===== src/rtl/conv3x3_kernel_filter_assert.svh =====
// Assertion macros shared by the filter modules.
`ifndef CONV3X3_KERNEL_FILTER_ASSERT_SVH
`define CONV3X3_KERNEL_FILTER_ASSERT_SVH
`ifndef SYNTHESIS
`define A_IMPL(label, clk, rst_n, prop) \
    label: assert property (@(posedge clk) disable iff (!rst_n) prop) \
        else $error("assertion failed");
`define A_NEVER(label, clk, rst_n, cond) \
    label: assert property (@(posedge clk) disable iff (!rst_n) !(cond)) \
        else $error("forbidden condition");
`else
`define A_IMPL(label, clk, rst_n, prop)
`define A_NEVER(label, clk, rst_n, cond)
`endif
`endif


===== src/rtl/c3kf_pkg.sv =====
// Package with shared types and constants of the 3x3 filter.
package c3kf_pkg;
    localparam int MaxWidth  = 1024;
    localparam int MaxHeight = 1024;
    localparam int CW = $clog2(MaxWidth);
    localparam int RW = $clog2(MaxHeight);

    localparam logic [2:0] REG_TOP = 3'd0;
    localparam logic [2:0] REG_MID = 3'd1;
    localparam logic [2:0] REG_BOT = 3'd2;
    localparam logic [2:0] REG_DIV = 3'd3;
    localparam logic [2:0] REG_WID = 3'd4;
    localparam logic [2:0] REG_HGT = 3'd5;

    typedef enum logic [3:0] {
        S_IDLE = 4'b0001,
        S_READ = 4'b0010,
        S_MAC  = 4'b0100,
        S_DIV  = 4'b1000
    } t_state;

    // Commands from controller to datapath.
    typedef struct packed {
        logic load;     // capture pixel and read line stores
        logic shift;    // shift window, write line stores
        logic mac;      // accumulate one tap
        logic div_init; // start division
        logic div_step; // one quotient bit
        logic out_load; // move result to output register
    } t_cmd;

    // Status from datapath to controller.
    typedef struct packed {
        logic interior;
        logic mac_last;
        logic div_last;
    } t_sts;
endpackage


===== src/rtl/c3kf_ctrl.sv =====
// Controller state machine sequencing each pixel through the datapath.
`include "conv3x3_kernel_filter_assert.svh"
module c3kf_ctrl (
    input  logic           i_clk,
    input  logic           i_rst_n,
    input  logic           i_valid,
    output logic           o_ready,
    output logic           o_valid,
    input  logic           i_ready,
    input  c3kf_pkg::t_sts i_sts,
    output c3kf_pkg::t_cmd o_cmd
);
    import c3kf_pkg::*;

    t_state r_state, n_state;
    logic r_ov, n_ov;
    logic out_free;

    assign out_free = !r_ov || i_ready;
    assign o_ready  = (r_state == S_IDLE);
    assign o_valid  = r_ov;

    always_comb begin
        n_state = r_state;
        n_ov = r_ov && !i_ready;
        o_cmd = '0;
        case (r_state)
            S_IDLE: if (i_valid) begin
                o_cmd.load = 1'b1;
                n_state = S_READ;
            end
            S_READ: begin
                o_cmd.shift = 1'b1;
                n_state = i_sts.interior ? S_MAC : S_IDLE;
            end
            S_MAC: begin
                if (i_sts.mac_last) begin
                    o_cmd.div_init = 1'b1;
                    n_state = S_DIV;
                end else begin
                    o_cmd.mac = 1'b1;
                end
            end
            S_DIV: begin
                if (i_sts.div_last && out_free) begin
                    o_cmd.out_load = 1'b1;
                    n_ov = 1'b1;
                    n_state = S_IDLE;
                end else if (!i_sts.div_last) begin
                    o_cmd.div_step = 1'b1;
                end
            end
            default: n_state = S_IDLE;
        endcase
    end

    always_ff @(posedge i_clk) begin
        if (!i_rst_n) begin
            r_state <= S_IDLE;
            r_ov <= 1'b0;
        end else begin
            r_state <= n_state;
            r_ov <= n_ov;
        end
    end

    `A_IMPL(a_onehot, i_clk, i_rst_n, $onehot(r_state))
    `A_NEVER(a_overwrite, i_clk, i_rst_n, o_cmd.out_load && r_ov && !i_ready)
    `A_IMPL(a_load_next, i_clk, i_rst_n, o_cmd.load |=> (r_state == S_READ))
endmodule


===== config.mk =====
export PLATFORM = sky130hd
export DESIGN_NAME = c3kf_ctrl
export DESIGN_NICKNAME = d
export VERILOG_FILES = /design/src/rtl/c3kf_pkg.sv /design/src/rtl/c3kf_ctrl.sv
export VERILOG_INCLUDE_DIRS = /design/src /design/src/rtl
export SDC_FILE = /design/constraint.sdc
export NUM_CORES = 1
export LEC_CHECK = 0
export ABC_AREA = 0
export ABC_CLOCK_PERIOD_IN_PS = 2800
export BUFFER_PORTS_ARGS = -buffer_cell sky130_fd_sc_hd__buf_4
export CAP_MARGIN = 30
export CORE_AREA = 3 3 40 42
export CTS_CLUSTER_SIZE = 8
export DETAILED_ROUTE_END_ITERATION = 10
export DIE_AREA = 0 0 43 45
export PLACE_DENSITY = 0.54
export SLEW_MARGIN = 25
export SYNTH_ARGS = -nofsm -noshare
export SYNTH_HDL_FRONTEND = slang
export SYNTH_SLANG_ARGS = --single-unit

===== constraint.sdc =====
create_clock -name i_clk -period 2.8 [get_ports i_clk]
set_input_delay 0.42 -clock i_clk [delete_from_list [all_inputs] [get_ports i_clk]]
set_output_delay 0.42 -clock i_clk [all_outputs]
set_load 0.1 [all_outputs]

==> results of run 1 <==
## how the worst min path moves through the flow
stage | startpoint | to | depth (start not counted)
detailed placement | o_valid | o_valid | 3
floorplan | i_rst_n | r_state[0] | 1
CTS | i_rst_n | r_state[0] | 2
global placement | i_rst_n | r_state[0] | 2
finish | i_rst_n | r_state[0] | 2
global route | i_rst_n | r_state[0] | 2
## power by group through the flow
stage	Sequential [W]	Clock, W	Combinational [W]
after floorplan	0.0000796	0	0.0000559
after global placement	0.0000844	0	0.0000702
after detailed placement	0.0000842	0	0.0000701
after CTS	0.0000829	0.0000845	0.0000702
after global routing	0.0000841	0.0000895	0.0000734
final	0.0000831	0.0000805	0.0000694
## cells by family after synthesis
family / Yosys count / synth area share (%)
buf+inv: 4 / 6.11
flops: 5 / 30.5
simple gates: 22 / 45.8
compound gates: 8 / 17.6
## critical path, delay by kind of cell (launching register included)
| family | cells | cell delay [ps] |
|---|---|---|
| and+or+nand+nor | 2 | 650 |
| DFF | 1 | 550 |
| buffers and inverters | 1 | 290 |
## synth_stat cells (all sizes together)
| master | instances | area [um2] |
|---|---|---|
| a21oi | 2 | 10.0 |
| nand2b | 4 | 25.0 |
| inv | 2 | 7.51 |
| a311oi | 1 | 8.76 |
| nor4b | 3 | 38.8 |
| o31ai | 1 | 7.51 |
| nor2 | 5 | 18.8 |
| o211a | 1 | 10.0 |
| o21ai | 1 | 5.00 |
| buf | 2 | 12.5 |
| or4b | 1 | 13.8 |
| dfxtp | 5 | 100 |
| nor4 | 1 | 6.26 |
| nand2 | 2 | 7.51 |
| and3 | 2 | 12.5 |
| nand3b | 2 | 15.0 |
| o21a | 1 | 7.51 |
| o311ai | 1 | 8.76 |
| and2 | 2 | 12.5 |
## layout make-up
cell class | instances | area [um2] | share of cell area (%)
clock buffers | 4 | 26.3 | 5.38
inverters | 2 | 7.51 | 1.54
multi-input cells | 30 | 230 | 47.2
flip-flops and latches | 5 | 100 | 20.5
well taps | 15 | 18.8 | 3.85
repair buffers | 14 | 105 | 21.5
## through the flow
stage / power [W] / hold slack, ps / utilization, % / area [um2] / worst slack [ps]
floorplan: 0.000135 / 498 / - / 350 / 0.303
global placement: 0.000155 / 649 / 35.9 / 462 / 913
CTS: 0.000238 / 401 / 38.0 / 488 / 639
detailed placement: 0.000154 / 647 / 35.9 / 462 / 896
finish: 0.000233 / 405 / 38.0 / 488 / 648
global route: 0.000247 / 406 / 38.0 / 488 / 557
## registers in the layout, summed over array words and instances (netlist names)
signal / flops
o_valid: 1
r_state: 4
## per-layer routing
| metal | global-route usage (%) | vias up | wire length (um) |
|---|---|---|---|
| li1 | - | 177 | - |
| met1 | 10.4 | 145 | 365 |
| met2 | 12.6 | 8 | 335 |
| met3 | 3.59 | 2 | 60 |
| met4 | 5.42 | 0 | 4 |
| met5 | 0 | - | 0 |
==> impl_metrics.env, run 1 <==
export IMPL_fin_tns_setup_ps=0
export IMPL_worstSetupEndpointType="primary output"
export IMPL_syn_area_um2=328
export IMPL_initial_utilization_pct=25.5
export IMPL_dr_first_iter_drc_count=4
export IMPL_period_minus_slack_ps=2150
export IMPL_cts_hold_buffers=0
export IMPL_final_cell_mix="buf_4, nor2_1, dfxtp_1"
export IMPL_cts_resized=0
export IMPL_worstReg2RegStart="r_state[3]"
export IMPL_std_cell_rows=13
export IMPL_clkSinkCount=5
export IMPL_hp_class="input pin to flip-flop"
export IMPL_gr_total_overflow=0
export IMPL_yosys_cell_types_count=21
export IMPL_p_leak_nw=0.231
export IMPL_vdd_drop_max_mv=0.227
export IMPL_status="completed"
export IMPL_worst_setup_path_type="flip-flop to primary output"
export IMPL_grt_pass1_wl_um=1180
export IMPL_layout_cells_non_filler=70
export IMPL_grt_max_degree=11
export IMPL_start_kind="flip-flop"
export IMPL_clkPwrFrac_pct=34.5
export IMPL_worst_pin_slew_ps=404
export IMPL_cp_cell_sequence="or4b_4 -> nor2_1 -> buf_4"
export IMPL_die_w_um=43
export IMPL_maxCapViolations=0
export IMPL_dp_cells=66
export IMPL_timing_final_max_slew_violations=0
export IMPL_port_buffers=14
export IMPL_slowest_stage="dfxtp_1"
export IMPL_clkLatencyLatePin_ps=230
export IMPL_ys_seq_elements=5
export IMPL_p_seq_share_pct=35.7
export IMPL_fin_nets=63
export IMPL_clk_pin_slew_ps=40
export IMPL_postSynthCellCount=39
export IMPL_grt_pass1_vias=277
export IMPL_drive_gt1_share_pct=41.8
export IMPL_hold_violations=0
export IMPL_fillCellCount=137
export IMPL_diodes=0
export IMPL_seq_area_frac_synth_pct=30.5
export IMPL_p_comb_share_pct=29.8
export IMPL_worst_r2r_endpoint="r_state[0]"
export IMPL_die_h_um=45
export IMPL_place_congestion=0.713
export IMPL_grt_antenna_before_repair=0
export IMPL_boundaryPins=15
export IMPL_fin_worst_skew_ps=2.97
export IMPL_htree_levels=1
export IMPL_vias=332
export IMPL_core_mm2=0.00128
export IMPL_syn_avg_cell_area_um2=8.41
export IMPL_slew_headroom_pct=73.0
export IMPL_switching_power_w=0.0000808
export IMPL_max_stage_delay_ps=550
export IMPL_fmax_mhz=465
export IMPL_clock_path_buffers=2
export IMPL_die_area_mm2=0.00194
export IMPL_cts_setup_buffers=0
export IMPL_final_common_cell="buf_4"
export IMPL_dr_pass1_iters=2
export IMPL_drt_wl_total_um=766
export IMPL_r2r_cells=3
export IMPL_period_share_pct=76.9
export IMPL_required_ps=2380
export IMPL_crit_end="o_cmd[0]"
export IMPL_root_buffer="clkbuf_4"
export IMPL_drcViolationCount=0
export IMPL_r2r_setup_slack_ps=1360
export IMPL_grt_setup_unrepaired="no"
export IMPL_hpwl_um=594
export IMPL_grt_use_total_pct=8.58
export IMPL_setup_viol=0
export IMPL_numCtsBuffers=3
export IMPL_cts_tree="yes"
export IMPL_cp_startpoint="r_state[3]"
export IMPL_post_drt_wl_per_cell_um=10.9
export IMPL_syn_to_final_growth_pct=48.9
export IMPL_switching_share_pct=34.7
export IMPL_cp_arrival_ps=1730
export IMPL_ys_warn_count=0
export IMPL_ant_nets=0
export IMPL_internal_power_w=0.000152
export IMPL_synth_fp_nets=46
export IMPL_worstPathMaxFanout=9
export IMPL_vias_per_cell=4.74
export IMPL_p_per_area_mw_per_mm2=478
Note: power is estimated with default switching activity, not from simulation.
==> run 2, diff against run 1 <==
--- a/config.mk
+++ b/config.mk
@@ -6,15 +6,15 @@
 export SDC_FILE = /design/constraint.sdc
 export NUM_CORES = 1
 export LEC_CHECK = 0
-export ABC_AREA = 0
-export ABC_CLOCK_PERIOD_IN_PS = 2800
+export ABC_AREA = 1
+export ABC_CLOCK_PERIOD_IN_PS = 2200
 export BUFFER_PORTS_ARGS = -buffer_cell sky130_fd_sc_hd__buf_4
 export CAP_MARGIN = 30
 export CORE_AREA = 3 3 40 42
 export CTS_CLUSTER_SIZE = 8
 export DETAILED_ROUTE_END_ITERATION = 10
 export DIE_AREA = 0 0 43 45
-export PLACE_DENSITY = 0.54
+export PLACE_DENSITY = 0.53
 export SLEW_MARGIN = 25
 export SYNTH_ARGS = -nofsm -noshare
 export SYNTH_HDL_FRONTEND = slang
==> constraint.sdc (replaced) <==
create_clock -name i_clk -period 2.2 [get_ports i_clk]
set_input_delay 0.33 -clock i_clk [delete_from_list [all_inputs] [get_ports i_clk]]
set_output_delay 0.33 -clock i_clk [all_outputs]
set_load 0.1 [all_outputs]
==> run 2 against run 1 <==
  * Register-to-register slack lost 170 ps
  * Die area did not move
  * Largest cell class unchanged
  * Highest routed layer unchanged
  * Setup slack worse by 96 ps
==> impl_metrics.env, run 2 <==
export IMPL_status="completed"
export IMPL_setup_viol=0
export IMPL_seq_area_frac_synth_pct=32.4
export IMPL_fin_worst_skew_ps=12.5
export IMPL_p_comb_share_pct=31.8
export IMPL_diodes=0
export IMPL_p_per_area_mw_per_mm2=659
export IMPL_timing_final_max_slew_violations=0
export IMPL_synth_compound_area_share_pct=6.48
export IMPL_clkLatencyLatePin_ps=250
export IMPL_synth_top_area_cell="dfxtp_1"
export IMPL_port_buffers=14
export IMPL_ys_warn_count=0
export IMPL_muxShareOfSynthArea_pct=0
export IMPL_core_mm2=0.00128
export IMPL_clkPwrFrac_pct=36.1
export IMPL_syn_avg_cell_area_um2=6.06
export IMPL_grt_antenna_before_repair=0
export IMPL_largest_reg_flops=4
export IMPL_hp_class="input pin to flip-flop"
export IMPL_grt_use_total_pct=8.58
export IMPL_die_h_um=45
export IMPL_vias_per_cell=3.88
export IMPL_grt_pass1_vias=313
export IMPL_die_w_um=43
export IMPL_post_drt_wl_per_cell_um=8.10
export IMPL_yosysTopAreaCellShare_pct=32.4
export IMPL_synth_xor_area_share_pct=0
export IMPL_clock_path_buffers=2
export IMPL_clkSinkCount=5
export IMPL_hold_ws_ps=340
export IMPL_fmax_mhz=607
export IMPL_grt_max_degree=7
export IMPL_cp_arrival_ps=1320
export IMPL_internal_power_w=0.000187
export IMPL_synth_main_ff_cell="dfxtp_1"
export IMPL_dr_first_iter_drc_count=4
export IMPL_required_ps=1870
export IMPL_syn_to_final_growth_pct=50.6
export IMPL_synth_commonest_cells="inv_1, nand2_1, dfxtp_1, nor2_1"
export IMPL_hpwl_um=575
export IMPL_switching_power_w=0.000120
export IMPL_clk_pin_slew_ps=60
export IMPL_slew_headroom_pct=81.5
export IMPL_postSynthCellCount=51
export IMPL_worstSetupEndpointType="primary output"
export IMPL_drt_wl_total_um=680
export IMPL_p_seq_share_pct=32.1
export IMPL_netlist_top_cells_area="dfxtp_1, inv_1, nand2_1, nand3_2, nor2_1"
export IMPL_std_cell_rows=13
export IMPL_cts_tree="yes"
export IMPL_maxCapViolations=0
export IMPL_switching_share_pct=39.2
export IMPL_cts_resized=0
export IMPL_ys_async_sr_fraction_pct=0
export IMPL_vias=326
export IMPL_cts_hold_buffers=0
export IMPL_gr_total_overflow=0
export IMPL_fin_nets=77
export IMPL_drcViolationCount=0
export IMPL_final_cell_mix="inv_1, buf_4, nand2_1"
export IMPL_grt_setup_unrepaired="no"
export IMPL_worst_setup_path_type="flip-flop to primary output"
export IMPL_p_leak_nw=0.264
export IMPL_boundaryPins=15
export IMPL_fin_tns_setup_ps=0
export IMPL_dr_pass1_iters=4
export IMPL_yosys_cell_types_count=13
export IMPL_synth_adder_area_share_pct=0
export IMPL_synth_simple_gate_area_share_pct=42.9
export IMPL_cts_setup_buffers=0
export IMPL_synth_fp_nets=58
export IMPL_yosysMostFrequentCell="inv_1"
export IMPL_grt_pass1_wl_um=1240
export IMPL_ys_seq_elements=5
export IMPL_htree_levels=1
export IMPL_initial_utilization_pct=24.1
export IMPL_hold_violations=0
export IMPL_root_buffer="clkbuf_4"
export IMPL_place_congestion=0.706
export IMPL_worstPathMaxFanout=5
export IMPL_vdd_drop_max_mv=0.309
export IMPL_ant_nets=0
export IMPL_start_kind="flip-flop"
export IMPL_largest_register="r_state"
export IMPL_synth_enable_flop_cells=0
export IMPL_drive_gt1_share_pct=39.1
export IMPL_numCtsBuffers=3
export IMPL_worst_pin_slew_ps=280
export IMPL_synth_top_family_by_area="simple AND/OR/NAND/NOR gates"
export IMPL_period_minus_slack_ps=1650
export IMPL_die_area_mm2=0.00194
export IMPL_syn_area_um2=309
export IMPL_period_share_pct=74.9
## run 2: power groups by stage
stage | Sequential, W | Clock [W] | Combinational (W)
6_report | 0.0000985 | 0.000111 | 0.0000976
5_1_grt | 0.0000993 | 0.000120 | 0.000106
4_1_cts | 0.0000985 | 0.000113 | 0.0000988
3_5_place_dp | 0.000100 | 0 | 0.0000985
3_3_place_gp | 0.000100 | 0 | 0.0000989
2_1_floorplan | 0.0000999 | 0 | 0.0000744
## run 2: metal layers
| metal | vias to the layer above | GRT usage [%] | part of all wire, % | routed length [um] |
|---|---|---|---|---|
| li1 | 186 | - | - | - |
| met1 | 127 | 10.6 | 47 | 319 |
| met2 | 11 | 13.2 | 42 | 286 |
| met3 | 2 | 4.78 | 10 | 70 |
| met4 | 0 | 1.81 | 0.59 | 4 |
| met5 | - | 0 | 0 | 0 |
## run 2: worst max-delay path, stage by stage, from the launching register on
cell and delay [ps]:
dfxtp_1 340, inv_1 60, nand2_1 50, nor2_2 150, inv_1 90, nor2_2 80
buf_4 290
## run 2: logic make-up (layout without fill, tap and decap cells)
group,Yosys count,in the layout
buffers and inverters,15,33
AO/OA/AOI/OAI,4,4
AND/OR/NAND/NOR,27,27
flip-flops,5,5
## run 2: per-stage QoR
| stage | std cells | utilization, % | setup WS [ps] | area (um2) | power, W |
|---|---|---|---|---|---|
| detailed placement | 80 | 34.1 | 812 | 438 | 0.000199 |
| global route | 84 | 36.2 | 415 | 465 | 0.000325 |
| CTS | 84 | 36.2 | 536 | 465 | 0.000310 |
| global placement | 80 | 34.1 | 832 | 438 | 0.000199 |
| finish | 84 | 36.2 | 552 | 465 | 0.000307 |
| floorplan | 51 | - | 19.3 | 314 | 0.000174 |
## run 2: final cells by class
class / instances / area (um2)
Inverter: 15 / 56.3
Tap cell: 15 / 18.8
Multi-Input combinational cell: 31 / 158
Timing Repair Buffer: 14 / 105
Clock buffer: 3 / 22.5
Sequential cell: 5 / 100
Clock inverter: 1 / 5.00
Fill cell: 155 / 820
## run 2: worst paths after layout
kind	startpoint	to	slack, ps	cells past startpoint
setup / recovery	r_state[2]	o_cmd[1]	550	6
hold / removal	i_rst_n	r_state[0]	340	4
setup reg to reg	r_state[0]	r_state[0]	1190	6
hold reg to reg	o_valid	o_valid	500	2
